[src/design/alarm_timer_bank_assert.svh]
// Assertion macros for the alarm timer bank.
// ATB_ASSERT checks a property on the clock, switched off during reset.
// ATB_ASSERT_RST checks a property on the clock during reset as well.
`ifndef ALARM_TIMER_BANK_ASSERT_SVH
`define ALARM_TIMER_BANK_ASSERT_SVH

`ifndef SYNTHESIS
`define ATB_ASSERT(lbl, clk, rstn, prop) \
    lbl: assert property (@(posedge clk) disable iff (!(rstn)) (prop)) \
        else $error("alarm timer bank check failed");
`define ATB_ASSERT_RST(lbl, clk, prop) \
    lbl: assert property (@(posedge clk) (prop)) \
        else $error("alarm timer bank check failed");
`else
`define ATB_ASSERT(lbl, clk, rstn, prop)
`define ATB_ASSERT_RST(lbl, clk, prop)
`endif

`endif

[src/design/atb_pkg.sv]
package atb_pkg;

    localparam int unsigned REQ_W    = 4;
    localparam int unsigned INDEX_W  = 3;
    localparam int unsigned VALUE_W  = 16;
    localparam int unsigned RESULT_W = 8;
    localparam int unsigned S_DATA_W = 24;
    localparam int unsigned M_DATA_W = 8;

    localparam logic [REQ_W-1:0] REQ_TICK         = 4'd0;
    localparam logic [REQ_W-1:0] REQ_START        = 4'd1;
    localparam logic [REQ_W-1:0] REQ_STOP         = 4'd2;
    localparam logic [REQ_W-1:0] REQ_CLEAR_COUNT  = 4'd3;
    localparam logic [REQ_W-1:0] REQ_ABORT        = 4'd4;
    localparam logic [REQ_W-1:0] REQ_RESET_START  = 4'd5;
    localparam logic [REQ_W-1:0] REQ_SET_ALARM    = 4'd6;
    localparam logic [REQ_W-1:0] REQ_READ_EVENTS  = 4'd7;
    localparam logic [REQ_W-1:0] REQ_CLEAR_EVENTS = 4'd8;

    // request travelling down the row of timer cells
    typedef struct packed {
        logic                valid;
        logic [REQ_W-1:0]    req;
        logic [INDEX_W-1:0]  index;
        logic [VALUE_W-1:0]  value;
        logic [RESULT_W-1:0] result;
    } atb_token_t;

endpackage

[src/design/atb_cell.sv]
`include "alarm_timer_bank_assert.svh"

module atb_cell
    import atb_pkg::*;
#(
    parameter int unsigned CELL_ID   = 0,
    parameter int unsigned ALARM_BIT = 0
) (
    input  logic       aclk,
    input  logic       aresetn,
    input  logic       advance,
    input  atb_token_t tok_in,
    output atb_token_t tok_out
);

    localparam logic [VALUE_W-1:0] ALARM_MASK = VALUE_W'(1) << ALARM_BIT;

    logic               enabled_reg, enabled_next;
    logic [VALUE_W-1:0] count_reg, count_next;
    logic [VALUE_W-1:0] limit_reg, limit_next;
    logic [VALUE_W-1:0] events_reg, events_next;
    atb_token_t         tok_reg, tok_next;
    logic               hit;

    assign hit = (32'(tok_in.index) == CELL_ID);

    always_comb begin
        enabled_next = enabled_reg;
        count_next   = count_reg;
        limit_next   = limit_reg;
        events_next  = events_reg;
        tok_next     = tok_in;
        if (tok_in.valid) begin
            if (tok_in.req == REQ_TICK) begin
                if (enabled_reg) begin
                    if (count_reg < limit_reg) begin
                        count_next = count_reg + VALUE_W'(1);
                    end else begin
                        events_next = events_reg | ALARM_MASK;
                    end
                end
            end else if (hit) begin
                unique case (tok_in.req)
                    REQ_START: begin
                        enabled_next = 1'b1;
                    end
                    REQ_STOP: begin
                        enabled_next = 1'b0;
                    end
                    REQ_CLEAR_COUNT: begin
                        count_next = '0;
                    end
                    REQ_ABORT: begin
                        enabled_next = 1'b0;
                        count_next   = '0;
                        events_next  = '0;
                    end
                    REQ_RESET_START: begin
                        enabled_next = 1'b1;
                        count_next   = '0;
                        events_next  = '0;
                    end
                    REQ_SET_ALARM: begin
                        limit_next = tok_in.value;
                    end
                    REQ_READ_EVENTS: begin
                        tok_next.result = RESULT_W'(events_reg & tok_in.value);
                    end
                    REQ_CLEAR_EVENTS: begin
                        events_next = events_reg & ~tok_in.value;
                    end
                    default: begin
                    end
                endcase
            end
        end
    end

    always_ff @(posedge aclk) begin
        if (!aresetn) begin
            enabled_reg   <= 1'b0;
            count_reg     <= '0;
            limit_reg     <= '0;
            events_reg    <= '0;
            tok_reg.valid <= 1'b0;
        end else if (advance) begin
            enabled_reg <= enabled_next;
            count_reg   <= count_next;
            limit_reg   <= limit_next;
            events_reg  <= events_next;
            tok_reg     <= tok_next;
        end
    end

    assign tok_out = tok_reg;

    // only a read puts anything into the result
    `ATB_ASSERT(a_result_only_on_read, aclk, aresetn,
        tok_reg.valid && tok_reg.req != REQ_READ_EVENTS |-> tok_reg.result == '0)
    // a tick never changes the enable bit
    `ATB_ASSERT(a_tick_keeps_enable, aclk, aresetn,
        advance && tok_in.valid && tok_in.req == REQ_TICK |=> $stable(enabled_reg))
    // nothing in the cell moves while the row is held
    `ATB_ASSERT(a_hold_when_stalled, aclk, aresetn,
        !advance |=> $stable(tok_reg) && $stable(count_reg) && $stable(events_reg))

endmodule

[src/design/alarm_timer_bank.sv]
// Alarm timer bank: NUM_TIMERS timers, each with an enable bit, a 16-bit
// count, a 16-bit alarm limit and 16 event bits, all cleared by reset.
// Each word on s_ carries one request (tick, start, stop, clear count,
// abort, reset-start, set alarm, read events, clear events) and gives
// exactly one word on m_: the low eight bits of events AND mask for a
// read, zero otherwise. Each timer lives in its own cell; the cells form
// a row and a request walks down it one cell per clock while the row
// advances, so a tick updates every timer in turn on its passage and
// addressed requests act in the addressed cell. A request accepted at
// one clock edge loads the first cell; m_tvalid rises once it has
// passed the last cell, and the result word can then be taken, a delay
// set by the length of the row. Requests follow one another down the
// row, so one word is taken per clock while m_tready is high; while the
// result at the end of the row waits, the whole row holds and s_tready
// is low. s_tready is also low during reset.
// Requests with an unknown code, and requests other than a tick with an
// index at or above NUM_TIMERS, change nothing and return zero.

module alarm_timer_bank
    import atb_pkg::*;
#(
    parameter int unsigned NUM_TIMERS = 8,
    parameter int unsigned ALARM_BIT  = 0
) (
    input  logic                aclk,
    input  logic                aresetn,
    // s_tdata: [3:0] req_type, [6:4] timer_index, [22:7] operand_value,
    //          [23] zero
    input  logic                s_tvalid,
    output logic                s_tready,
    input  logic [S_DATA_W-1:0] s_tdata,
    // m_tdata: [7:0] event_bits
    output logic                m_tvalid,
    input  logic                m_tready,
    output logic [M_DATA_W-1:0] m_tdata
);

    atb_token_t tok [NUM_TIMERS+1];
    logic       advance;

    // the row moves on unless the finished word at its end is still waiting
    assign advance  = !tok[NUM_TIMERS].valid || m_tready;
    // no word is taken while the row is being reset
    assign s_tready = advance && aresetn;

    always_comb begin
        tok[0].valid  = s_tvalid;
        tok[0].req    = s_tdata[3:0];
        tok[0].index  = s_tdata[6:4];
        tok[0].value  = s_tdata[22:7];
        tok[0].result = '0;
    end

    for (genvar t = 0; t < NUM_TIMERS; t++) begin : g_cell
        atb_cell #(
            .CELL_ID   (t),
            .ALARM_BIT (ALARM_BIT)
        ) u_cell (
            .aclk    (aclk),
            .aresetn (aresetn),
            .advance (advance),
            .tok_in  (tok[t]),
            .tok_out (tok[t+1])
        );
    end

    assign m_tvalid = tok[NUM_TIMERS].valid;
    assign m_tdata  = tok[NUM_TIMERS].result;

endmodule
[config.mk]
export PLATFORM = sky130hd
export DESIGN_NAME = alarm_timer_bank
export DESIGN_NICKNAME = d
export VERILOG_FILES = /design/src/design/atb_pkg.sv /design/src/design/atb_cell.sv /design/src/design/alarm_timer_bank.sv
export VERILOG_INCLUDE_DIRS = /design/src /design/src/design
export SDC_FILE = /design/constraint.sdc
export NUM_CORES = 1
export LEC_CHECK = 0
export BUFFER_PORTS_ARGS = -buffer_cell sky130_fd_sc_hd__buf_4
export CAP_MARGIN = 20
export CORE_UTILIZATION = 59
export CTS_BUF_LIST = sky130_fd_sc_hd__clkbuf_4 sky130_fd_sc_hd__clkbuf_8
export DETAILED_ROUTE_END_ITERATION = 8
export PLACE_DENSITY = 0.83
export RECOVER_POWER = 25
export SYNTH_ARGS = -nofsm -noshare
export SYNTH_HDL_FRONTEND = slang
export SYNTH_SLANG_ARGS = --single-unit
[constraint.sdc]
create_clock -name aclk -period 10.3 [get_ports aclk]
set_input_delay 0.515 -clock aclk [delete_from_list [all_inputs] [get_ports aclk]]
set_output_delay 0.515 -clock aclk [all_outputs]
set_load 0.005 [all_outputs]
After elaboration in Yosys (flattened, before gate mapping) --
Index checks and enable logic that the tools add are counted. Widths: inputs -> output; s select.
Storage, ports and cells: register bits after elaboration 625, word-level logic and storage cells 465, bits of input ports 28
Operators by class: eq/ne operators 95, $add $sub $neg 8, muxes and demuxes 116, bitwise operators 35, reduce and logical (&&, ||, !) cells 126, order comparisons 8
Operators with widths (number):
- $mux 16 | 64
- $pmux 16 s2 | 8
- $mux 8 | 28
- $add 16x1->16 const B | 8
- $and 16x16->16 | 8
- $eq 4x3->1 const B | 32
- $lt 16x16->1 | 8
- $not 16->16 | 8
- $reduce_and 5->1 | 24
- $reduce_and 6->1 | 16
- $and 8x8->8 | 8
- $eq 4x2->1 const B | 16
- $reduce_bool 2->1 | 32
- $reduce_or 2->1 | 24
- $eq 4x1->1 const B | 8
- $eq 4x4->1 const B | 8
- $logic_not 4->1 | 8
- $ne 2x2->1 const B | 16
- $reduce_bool 3->1 | 8
- $reduce_or 3->1 | 8
- $ne 2x1->1 const B | 8
- $pmux 1 s2 | 8
- $eq 3x3->1 const B | 4
- $not 1->1 | 11
- 9 further kinds | 17

Longest topological paths before layout --
Gate-level depths: netlist (run 1).
depth after elaboration 5, depth in mapped cells 10, depth with buffers taken out 8

Modules after synthesis --
From an unflattened synthesis (run 1), not the netlist that was laid out.
Second synthesis, totals: cells, all modules 2660, area, all modules 27506.4 um^2
By module, submodules not included:
- atb_cell at g_cell[1].u_cell ... | cells each 332, times used 5, area an instance 3433.3 um^2
- atb_cell at g_cell[4].u_cell | cells each 333, times used 1, area an instance 3452.1 um^2
- atb_cell at g_cell[7].u_cell | cells each 333, times used 1, area an instance 3442.1 um^2
- atb_cell at g_cell[0].u_cell | cells each 331, times used 1, area an instance 3419.5 um^2
- alarm_timer_bank | cells each 3, times used 1, area an instance 26.3 um^2

Worst setup path after synthesis (run 1) --
OpenSTA, ideal clock, no wires.
kind input to register, start point in aresetn, end point reg g_cell[0].u_cell.tok_reg, in the netlist g_cell[0].u_cell.tok_out[0] (enable), setup slack -913 ps, data arrival time 10394 ps, cell stages on the path 4, path buffers 2, cell sequence inv_1 > clkbuf_1 > clkbuf_1 > nor2_1
On the way: word-level cells in the longest chain between the ends 1
Ends and longest elaborated chain:
- from (decl) | line alarm_timer_bank.sv:26 | input logic aresetn,
- $reduce_and 2->1 (no line)
- to (signal assigned) | line atb_cell.sv:91 | tok_reg <= tok_next;
- to (decl) | line atb_cell.sv:22 | atb_token_t tok_reg, tok_next;
Every way passes these cells. A chain may end at the register's enable or synchronous reset.

Final worst setup path (run 1) --
start point reg g_cell[7].u_cell.tok_reg, in the netlist g_cell[7].u_cell.tok_out[31], end point out s_tready
On the way: word-level cells in the longest chain between the ends 3
Ends and longest elaborated chain:
- from (decl) | line atb_cell.sv:22
- from (signal assigned) | line atb_cell.sv:91
- $logic_not 1->1 | line alarm_timer_bank.sv:42 | assign advance = !tok[NUM_TIMERS].valid || m_tready;
- $logic_or 1x1->1 | line alarm_timer_bank.sv:42
- $logic_and 1x1->1 | line alarm_timer_bank.sv:44 | assign s_tready = advance && aresetn;
- to (decl) | line alarm_timer_bank.sv:30 | output logic s_tready,
Every way passes these cells.

==> metrics.md, run 1 <==
| Metric | Value |
|---|---|
| Status | finished with violations |
| Violations in the final reports | capacitance limit, slew limit |
| Floorplan die area | 45090 sq um |
| Number of DRC markers in iteration 0 | 2064 |
| Startpoint type of the worst setup path | register |
| Most repeated library cell on the critical path | clkbuf_1 |
| Chain of cells forming the critical path | nor2b_1, clkbuf_1, nor2_1, clkbuf_1, buf_4 |
| Register-to-Register Setup Slack | 6970 ps |
| Buffers and inverters on the worst path | 3 |
| Measured slew at the worst slew-check pin | 1921 ps |
| Width of the chip | 212.3 um |
| Crit path time final | 4371 ps |
| Post-Route Setup TNS | 0 ps |
| Most repeated cell in the gate-level netlist after synthesis | dfxtp_1 |
| Number of cells on the worst hold path | 1 |
| Post-synth top area cell | edfxtp_1 |
| Slowest stage cell, crit path | clkbuf_1 |
| Number of antenna diodes | 0 |
| Post-synth design cell area | 26100 sq um |
| Effective utilization at floorplan | 60.20% |
| Max reg flops | 233 |
| Vias post-DR | 20440 |
| Maximum fanout along the worst path | 37 |
| Number of H-tree levels | 3 |
| Maximum number of pins on one net before global-route repair | 89 |
| Total power density per cell area | 157.0 nW/um^2 |
| IR Drop Worst-Case VDD | 0.1222 mV |
| Final hold vios | 0 |
| TritonCTS sink count | 561 |
| Max Fclk | 228.8 MHz |
| Share of synthesized area occupied by flip-flops and latches | 51.65% |
| Count of state elements after synthesis | 561 |
| Final global-route overflow total | 0 |
| Count of fill cells added during filler insertion | 3267 |
| Number of antenna violations at the first check in global routing | 0 |
| Required time reported for the critical path endpoint | 9790 ps |
| Most area-consuming cells after synthesis | edfxtp_1, dfxtp_1, ha_1, nand2_1, mux2i_1 |
| Final Setup Violations | 0 |
| Terminus of the critical flop-to-flop path | g_cell[0].u_cell.tok_out[5]$_SDFFCE_PP0P_ |
| Detail-routed net length per standard cell | 18.10 um |
| Synthesized instance count | 2648 |
| Gp weighted congestion | 0.9264 |
| Total CTS buffers | 89 |
| CTS tree | done |
| CTS root buffer | clkbuf_8 |
| Floorplan die height | 212.3 um |
| Worst Clk Skew | 34.01 ps |
| Reg2Reg Launch Point | g_cell[7].u_cell.tok_out[31]$_SDFFE_PN0N_ |
| Port Buffer Count | 36 |
| Number of pins exceeding their max-slew limit in the final report | 38 |
| Hold/Removal Path Class | in2reg |
| Area of the placeable core | 43360 sq um |
| Relative slew slack | -28.08% |
| Setup repair after global routing missed its margin | no |
| Synth cell count leaders | dfxtp_1, nand2_1, nor2_1, edfxtp_1, inv_1 |
| Post-route clock period utilization | 42.44% |
| Number of standard cells in the final layout excluding fillers | 3336 |
| Worst Reg2Reg Path Length in Cells | 4 |
| Maximum cell stage delay along the critical path | 1420 ps |
| Max Buffers Root-to-Sink | 3 |
| Routed wire length | 60.39 mm |
| Clock-pin slew of the registers on the worst-case setup and hold paths | 60 ps |
| Per-cell via count in the routed design | 6.127 |
| Kind of capture point of the worst setup path | output pin |
| Total number of placement rows | 76 |
| Post-synth EDFFs | 225 |
| Post-placement cell count | 3161 |
| Async S/R FF share, synth | 0% |
| Vias in the first global route | 20260 |
| Synthesis-to-layout area growth | 9.495% |
| Largest delay contributor family on the critical path | buffers and inverters |
| Mean Syn Cell Area | 9.858 sq um |
| HP Start | s_tdata[19] |
| Most instantiated flip-flop cell in the synthesis netlist | dfxtp_1 |
| Drc violations | 0 |
| Worst-skew pair later-pin latency | 670 ps |
| Count of TritonRoute iterations in the first routing pass | 6 |
| End point of the worst hold path | g_cell[0].u_cell.tok_out[20]$_DFFE_PP_ |
| Number of nets in the synthesized netlist | 2804 |
| First-pass GRT wire length | 99.05 mm |
| Arrival time worst endpoint | 3860 ps |
| Max-cap violation count | 1 |
| Leak pwr | 10.54 nW |
| DRT antenna net count | 0 |
| Net count of the finished layout | 2832 |
| Count of pins on the block boundary | 38 |
| Tot GR Track Use | 27.22% |
| Class of the most critical setup path | reg2out |
| Final HPWL DP | 41.76 mm |
| Ys Warns | 0 |
| Post-synthesis cell type count | 85 |
| Top-area cell type share of the netlist area | 25.88% |
| Fraction of final layout cells with drive strength greater than 1 | 10.40% |
cell usage in the layout, fill, tap and decap left out, types with 7 or more instances in the layout:
| master | count |
|---|---|
| a2111oi_0 | 8 |
| a211oi_1 | 13 |
| a21o_1 | 8 |
| a21oi_1 | 127 |
| a311oi_1 | 19 |
| a31oi_1 | 20 |
| a41oi_1 | 13 |
| and2_1 | 16 |
| and3_1 | 59 |
| and4_1 | 7 |
| buf_4 | 30 |
| clkbuf_1 | 20 |
| clkbuf_4 | 41 |
| clkbuf_8 | 102 |
| clkinv_1 | 10 |
| clkinv_2 | 13 |
| dfxtp_1 | 336 |
| edfxtp_1 | 225 |
| ha_1 | 128 |
| inv_1 | 178 |
| mux2i_1 | 113 |
| nand2_1 | 316 |
| nand2b_1 | 27 |
| nand3_1 | 105 |
| nand3b_1 | 14 |
| nand4_1 | 45 |
| nor2_1 | 235 |
| nor2b_1 | 16 |
| nor3_1 | 59 |
| nor3b_1 | 11 |
| nor4_1 | 15 |
| o211a_1 | 38 |
| o21a_1 | 9 |
| o21ai_0 | 172 |
| o221a_1 | 8 |
| o221a_2 | 52 |
| or3_1 | 8 |
| or4_1 | 13 |
metal layers:
| layer | routed length (um) | up-vias | track usage [%] | part of all wire [%] |
|---|---|---|---|---|
| li1 | - | 9701 | - | - |
| met3 | 3561 | 188 | 4.934 | 5.9 |
| met1 | 24210 | 9805 | 32.15 | 40 |
| met4 | 2621 | 0 | 13.40 | 4.3 |
| met5 | 0 | - | 0 | 0 |
| met2 | 30000 | 746 | 47.60 | 50 |
report_power, final:
part	switching, W	leakage (nW)	internal [W]
combinational	0.0000870	4.65	0.0000347
clock	0.000871	0.987	0.00106
sequential	0.0000589	4.91	0.00238
total	0.00102	10.5	0.00347
what timing repair did:
action / CTS / global route
buffers inserted: 0 / 0
gates resized for setup: 0 / 0
endpoints found under the hold margin: 5 / 0
hold buffers: 5 / 0
endpoints found under the setup margin: 0 / 0
worst max-delay path by stage:
stage	startpoint	slack, ps	end	depth (start not counted)
2_1_floorplan	aresetn	2950	g_cell[0].u_cell.tok_out[0]$_SDFFCE_PP0P_	4
3_3_place_gp	aresetn	6910	g_cell[7].u_cell.tok_out[4]$_DFFE_PP_	4
3_5_place_dp	aresetn	6800	g_cell[7].u_cell.tok_out[0]$_DFFE_PP_	4
4_1_cts	g_cell[1].u_cell.tok_out[28]$_DFFE_PP_	7230	g_cell[2].u_cell.events_reg[0]$_SDFFE_PN0P_	6
5_1_grt	g_cell[7].u_cell.tok_out[31]$_SDFFE_PN0N_	5740	s_tready	5
6_report	g_cell[7].u_cell.tok_out[31]$_SDFFE_PN0N_	5930	s_tready	5
cell type report:
cell class	instances	area, sq um	share of cell area (%)
well taps	585	732.0	2.561
flip-flops and latches	561	13480	47.17
inverters	179	676.9	2.368
repair buffers	64	419.2	1.466
clock inverters	30	186.4	0.6523
clock buffers	136	1659	5.805
multi-input cells	1781	11430	39.98
logic make-up (layout without fill, tap and decap cells):
logic type	after synthesis	count (layout)	synth area share, %
mux	116	116	4.462
compound gates	553	553	14.70
buf+inv	306	409	4.688
simple gates	984	984	18.37
flops	561	561	51.65
fa+ha+maj	128	128	6.135
metrics by stage:
stage	hold slack (ps)	total power [W]	setup slack [ps]	cell area [sq um]	utilization, %
after detailed placement	425.6	0.002602	6800	26750	61.69
after global routing	86.22	0.004637	5739	28580	65.92
after global placement	418.3	0.002593	6913	26730	61.64
after CTS	6.444	0.004517	7228	28640	66.06
after floorplan	412.0	0.002541	2945	26110	-
final	95.61	0.004486	5929	28580	65.92
Note: power is estimated with default switching activity, not from simulation.
==> inputs of run 2 (changes only) <==
ABC_AREA = 1   (was not set)
CORE_UTILIZATION = 66   (was 59)
PLACE_DENSITY = 0.88   (was 0.83)
clock period = 4.3 ns   (was 10.3 ns; I/O delays follow)
==> run 2 against run 1 <==
  * The run still ends with capacitance limit, slew limit left
  * Synthesized cell count grew 26%
  * Critical path depth increased by 6
  * Via count is 16% higher
  * Clock-buffer cell count increased by 1
  * Clock power rose by 140%
  * Global-route usage rose by 4.6 points
  * Non-clock buffer count grew 12
  * Critical endpoint is now g_cell[0].u_cell.limit_reg[5]$_SDFFE_PN0P_
  * Largest cell class unchanged
  * Largest power group unchanged
  * Highest routed layer unchanged
==> metrics.md, run 2 <==
| Metric | Value |
|---|---|
| Most repeated library cell on the critical path | nand2_1 |
| Measured slew at the worst slew-check pin | 1736 ps |
| Clock-pin slew of the registers on the worst-case setup and hold paths | 70 ps |
| Number of DRC markers in iteration 0 | 2589 |
| Post-Route Setup TNS | 0 ps |
| Total CTS buffers | 88 |
| Vias post-DR | 23660 |
| Async S/R FF share, synth | 0% |
| Terminus of the critical flop-to-flop path | g_cell[0].u_cell.limit_reg[5]$_SDFFE_PN0P_ |
| Arrival time worst endpoint | 3690 ps |
| Total number of placement rows | 74 |
| Count of state elements after synthesis | 561 |
| Post-synth EDFFs | 225 |
| Most area-consuming cells after synthesis | edfxtp_1, dfxtp_1, nand2_1, nand3_1, a21oi_1 |
| Status | finished with violations |
| Final hold vios | 0 |
| Class of the most critical setup path | in2reg |
| Final standard cell utilization of the core | 72.91% |
| Relative slew slack | -15.75% |
| Max-cap violation count | 1 |
| Gp weighted congestion | 0.9154 |
| Most repeated cell in the gate-level netlist after synthesis | nand2_1 |
| Commonest cells after routing, fill and taps aside | nand2_1, inv_1, nand3_1, a21oi_1, dfxtp_1 |
| Count of TritonRoute iterations in the first routing pass | 9 |
| Total power density per cell area | 366.4 nW/um^2 |
| Vias in the first global route | 22940 |
| Register-to-Register Setup Slack | 1390 ps |
| Max Buffers Root-to-Sink | 3 |
| First-pass GRT wire length | 108.6 mm |
| Leak pwr | 11.84 nW |
| Startpoint type of the worst setup path | input pin |
| Number of H-tree levels | 3 |
| Synth cell count leaders | nand2_1, inv_1, nand3_1, a21oi_1, dfxtp_1 |
| Net count of the finished layout | 3541 |
| Post-synth design cell area | 27400 sq um |
| Area taken by flip-flops and latches | 13480 sq um |
| Per-cell via count in the routed design | 5.931 |
| Maximum fanout along the worst path | 32 |
| Final HPWL DP | 43.72 mm |
| Count of fill cells added during filler insertion | 2830 |
| Crit path time final | 3112 ps |
| Ys Warns | 0 |
| Number of nets in the synthesized netlist | 3497 |
| Required time reported for the critical path endpoint | 4880 ps |
| Post-route clock period utilization | 72.36% |
| Setup repair after global routing missed its margin | no |
| Setup Fix Bufs, Post-CTS | 0 |
| Chain of cells forming the critical path | dlygate4sd3_1, clkbuf_1, inv_1, nand2_4, nor2_1, inv_4, nand2_1, nor2_2, nand2_1, o21ai_0, a21oi_1 |
| CTS root buffer | clkbuf_8 |
| Maximum cell stage delay along the critical path | 780 ps |
| Endpoint of the most critical setup path | g_cell[0].u_cell.limit_reg[5]$_SDFFE_PN0P_ |
| Post-synth top area cell | edfxtp_1 |
| Kind of capture point of the worst setup path | register |
| Maximum number of pins on one net before global-route repair | 111 |
| Final global-route overflow total | 0 |
| Floorplan die area | 42330 sq um |
| Worst-skew pair later-pin latency | 680 ps |
| Synthesis-to-layout area growth | 8.906% |
| Hold_ws | 257.8 ps |
| Count of pins on the block boundary | 38 |
| TritonCTS sink count | 561 |
| HP Start | aresetn |
| Worst Reg2Reg Path Length in Cells | 8 |
| Hold/Removal Path Class | in2reg |
| Drc violations | 0 |
| CTS tree | done |
| Port Buffer Count | 36 |
| Tot GR Track Use | 31.84% |
| Floorplan die height | 205.7 um |
| Slowest stage cell, crit path | nand2_1 |
| Top-area cell type share of the netlist area | 24.66% |
| Max Fclk | 321.4 MHz |
| Final Setup Violations | 0 |
| Area of the multi-input gates | 11510 sq um |
| Synthesized instance count | 3341 |
| Most instantiated flip-flop cell in the synthesis netlist | dfxtp_1 |
| Routed wire length | 67.18 mm |
| Commonest non-fill, non-tap cell in the layout | nand2_1 |
| Area of the placeable core | 40920 sq um |
| Reg2Reg Launch Point | g_cell[7].u_cell.tok_out[31]$_SDFFE_PN0N_ |
| Worst Clk Skew | 34.28 ps |
| Violations in the final reports | capacitance limit, slew limit |
| Max reg flops | 233 |
| Number of antenna violations at the first check in global routing | 1 |
| IR Drop Worst-Case VDD | 0.2554 mV |
| Post-synthesis cell type count | 50 |
| Mean Syn Cell Area | 8.200 sq um |
| Detail-routed net length per standard cell | 16.84 um |
| Share of synthesized area occupied by flip-flops and latches | 49.21% |
| Number of pins exceeding their max-slew limit in the final report | 85 |
| Width of the chip | 205.7 um |
| Fraction of final layout cells with drive strength greater than 1 | 8.304% |
| Number of cells on the worst hold path | 4 |
| Launch point of the worst path | s_tdata[3] |
| DRT antenna net count | 0 |
| Effective utilization at floorplan | 66.94% |
run 2: changes by cell type in the layout (fill, tap and decap cells not counted), sizes merged, moves of 60 or more:
cell / before / now
nand3: 106 / 356
o21ai: 174 / 280
mux2i: 113 / 0
a21oi: 128 / 339
nand2: 316 / 581
o221a: 60 / 0
inv: 181 / 462
run 2: cells by family (layout without fill, tap and decap cells):
group                    count (synthesis)  after routing  synth area share [%]
buffers and inverters                  580            695                 8.664
adder cells (fa/ha/maj)                128            128                 5.846
AND/OR/NAND/NOR                       1357           1357                 22.08
XOR/XNOR                                19             19                0.6074
flip-flops                             561            561                 49.21
other                                    0              1                     0
AO/OA/AOI/OAI                          696            696                 13.59
run 2: worst min-delay path by stage:
stage and endpoint:
2_1_floorplan g_cell[0].u_cell.tok_out[10]$_DFFE_PP_, 3_3_place_gp g_cell[0].u_cell.tok_out[25]$_DFFE_PP_, 3_5_place_dp g_cell[0].u_cell.tok_out[25]$_DFFE_PP_, 4_1_cts g_cell[6].u_cell.count_reg[9]$_SDFFE_PN0P_
5_1_grt g_cell[0].u_cell.tok_out[25]$_DFFE_PP_, 6_report g_cell[5].u_cell.count_reg[4]$_SDFFE_PN0P_
run 2: report_power, final:
group | switching [W] | internal, W
sequential | 0.000107 | 0.00568
combinational | 0.000317 | 0.000118
clock | 0.00214 | 0.00258
total | 0.00256 | 0.00837
run 2: layout make-up:
type / instances / share of cell area (%)
antenna: 1 / 0.008387
clock buffer: 137 / 5.544
clock inverter: 24 / 0.5997
inverter: 458 / 5.787
multi-input combinational: 2200 / 38.58
sequential: 561 / 45.19
tap: 532 / 2.231
timing repair buffer: 76 / 2.059
run 2: routing by layer:
layer	part of all wire, %	global-route usage, %
met5	0	0
met1	38	35.96
met4	5.0	18.15
met2	50	56.47
met3	7.0	5.575
run 2: through the flow:
| step | std cells | power [W] | worst slack, ps | instance area (sq um) |
|---|---|---|---|---|
| finish | 3989 | 0.01093 | 1188 | 29840 |
| global route | 3989 | 0.01123 | 950.2 | 29840 |
| CTS | 3983 | 0.01093 | 1425 | 29880 |
| detailed placement | 3797 | 0.006301 | 1563 | 27800 |
| global placement | 3796 | 0.006277 | 1690 | 27790 |
| floorplan | 3341 | 0.006155 | 10.01 | 27420 |
run 2: timing repair:
| item | 4_1_cts | 5_1_grt |
|---|---|---|
| hold endpoints to repair | 62 | 0 |
| resized for setup | 0 | 0 |
| hold buffers | 25 | 0 |
run 2: critical path: cells and delay by family:
family | cells | cell delay [ps]
AOI/OAI and AO/OA | 2 | 500
and+or+nand+nor | 5 | 1960
buffers and inverters | 4 | 1020
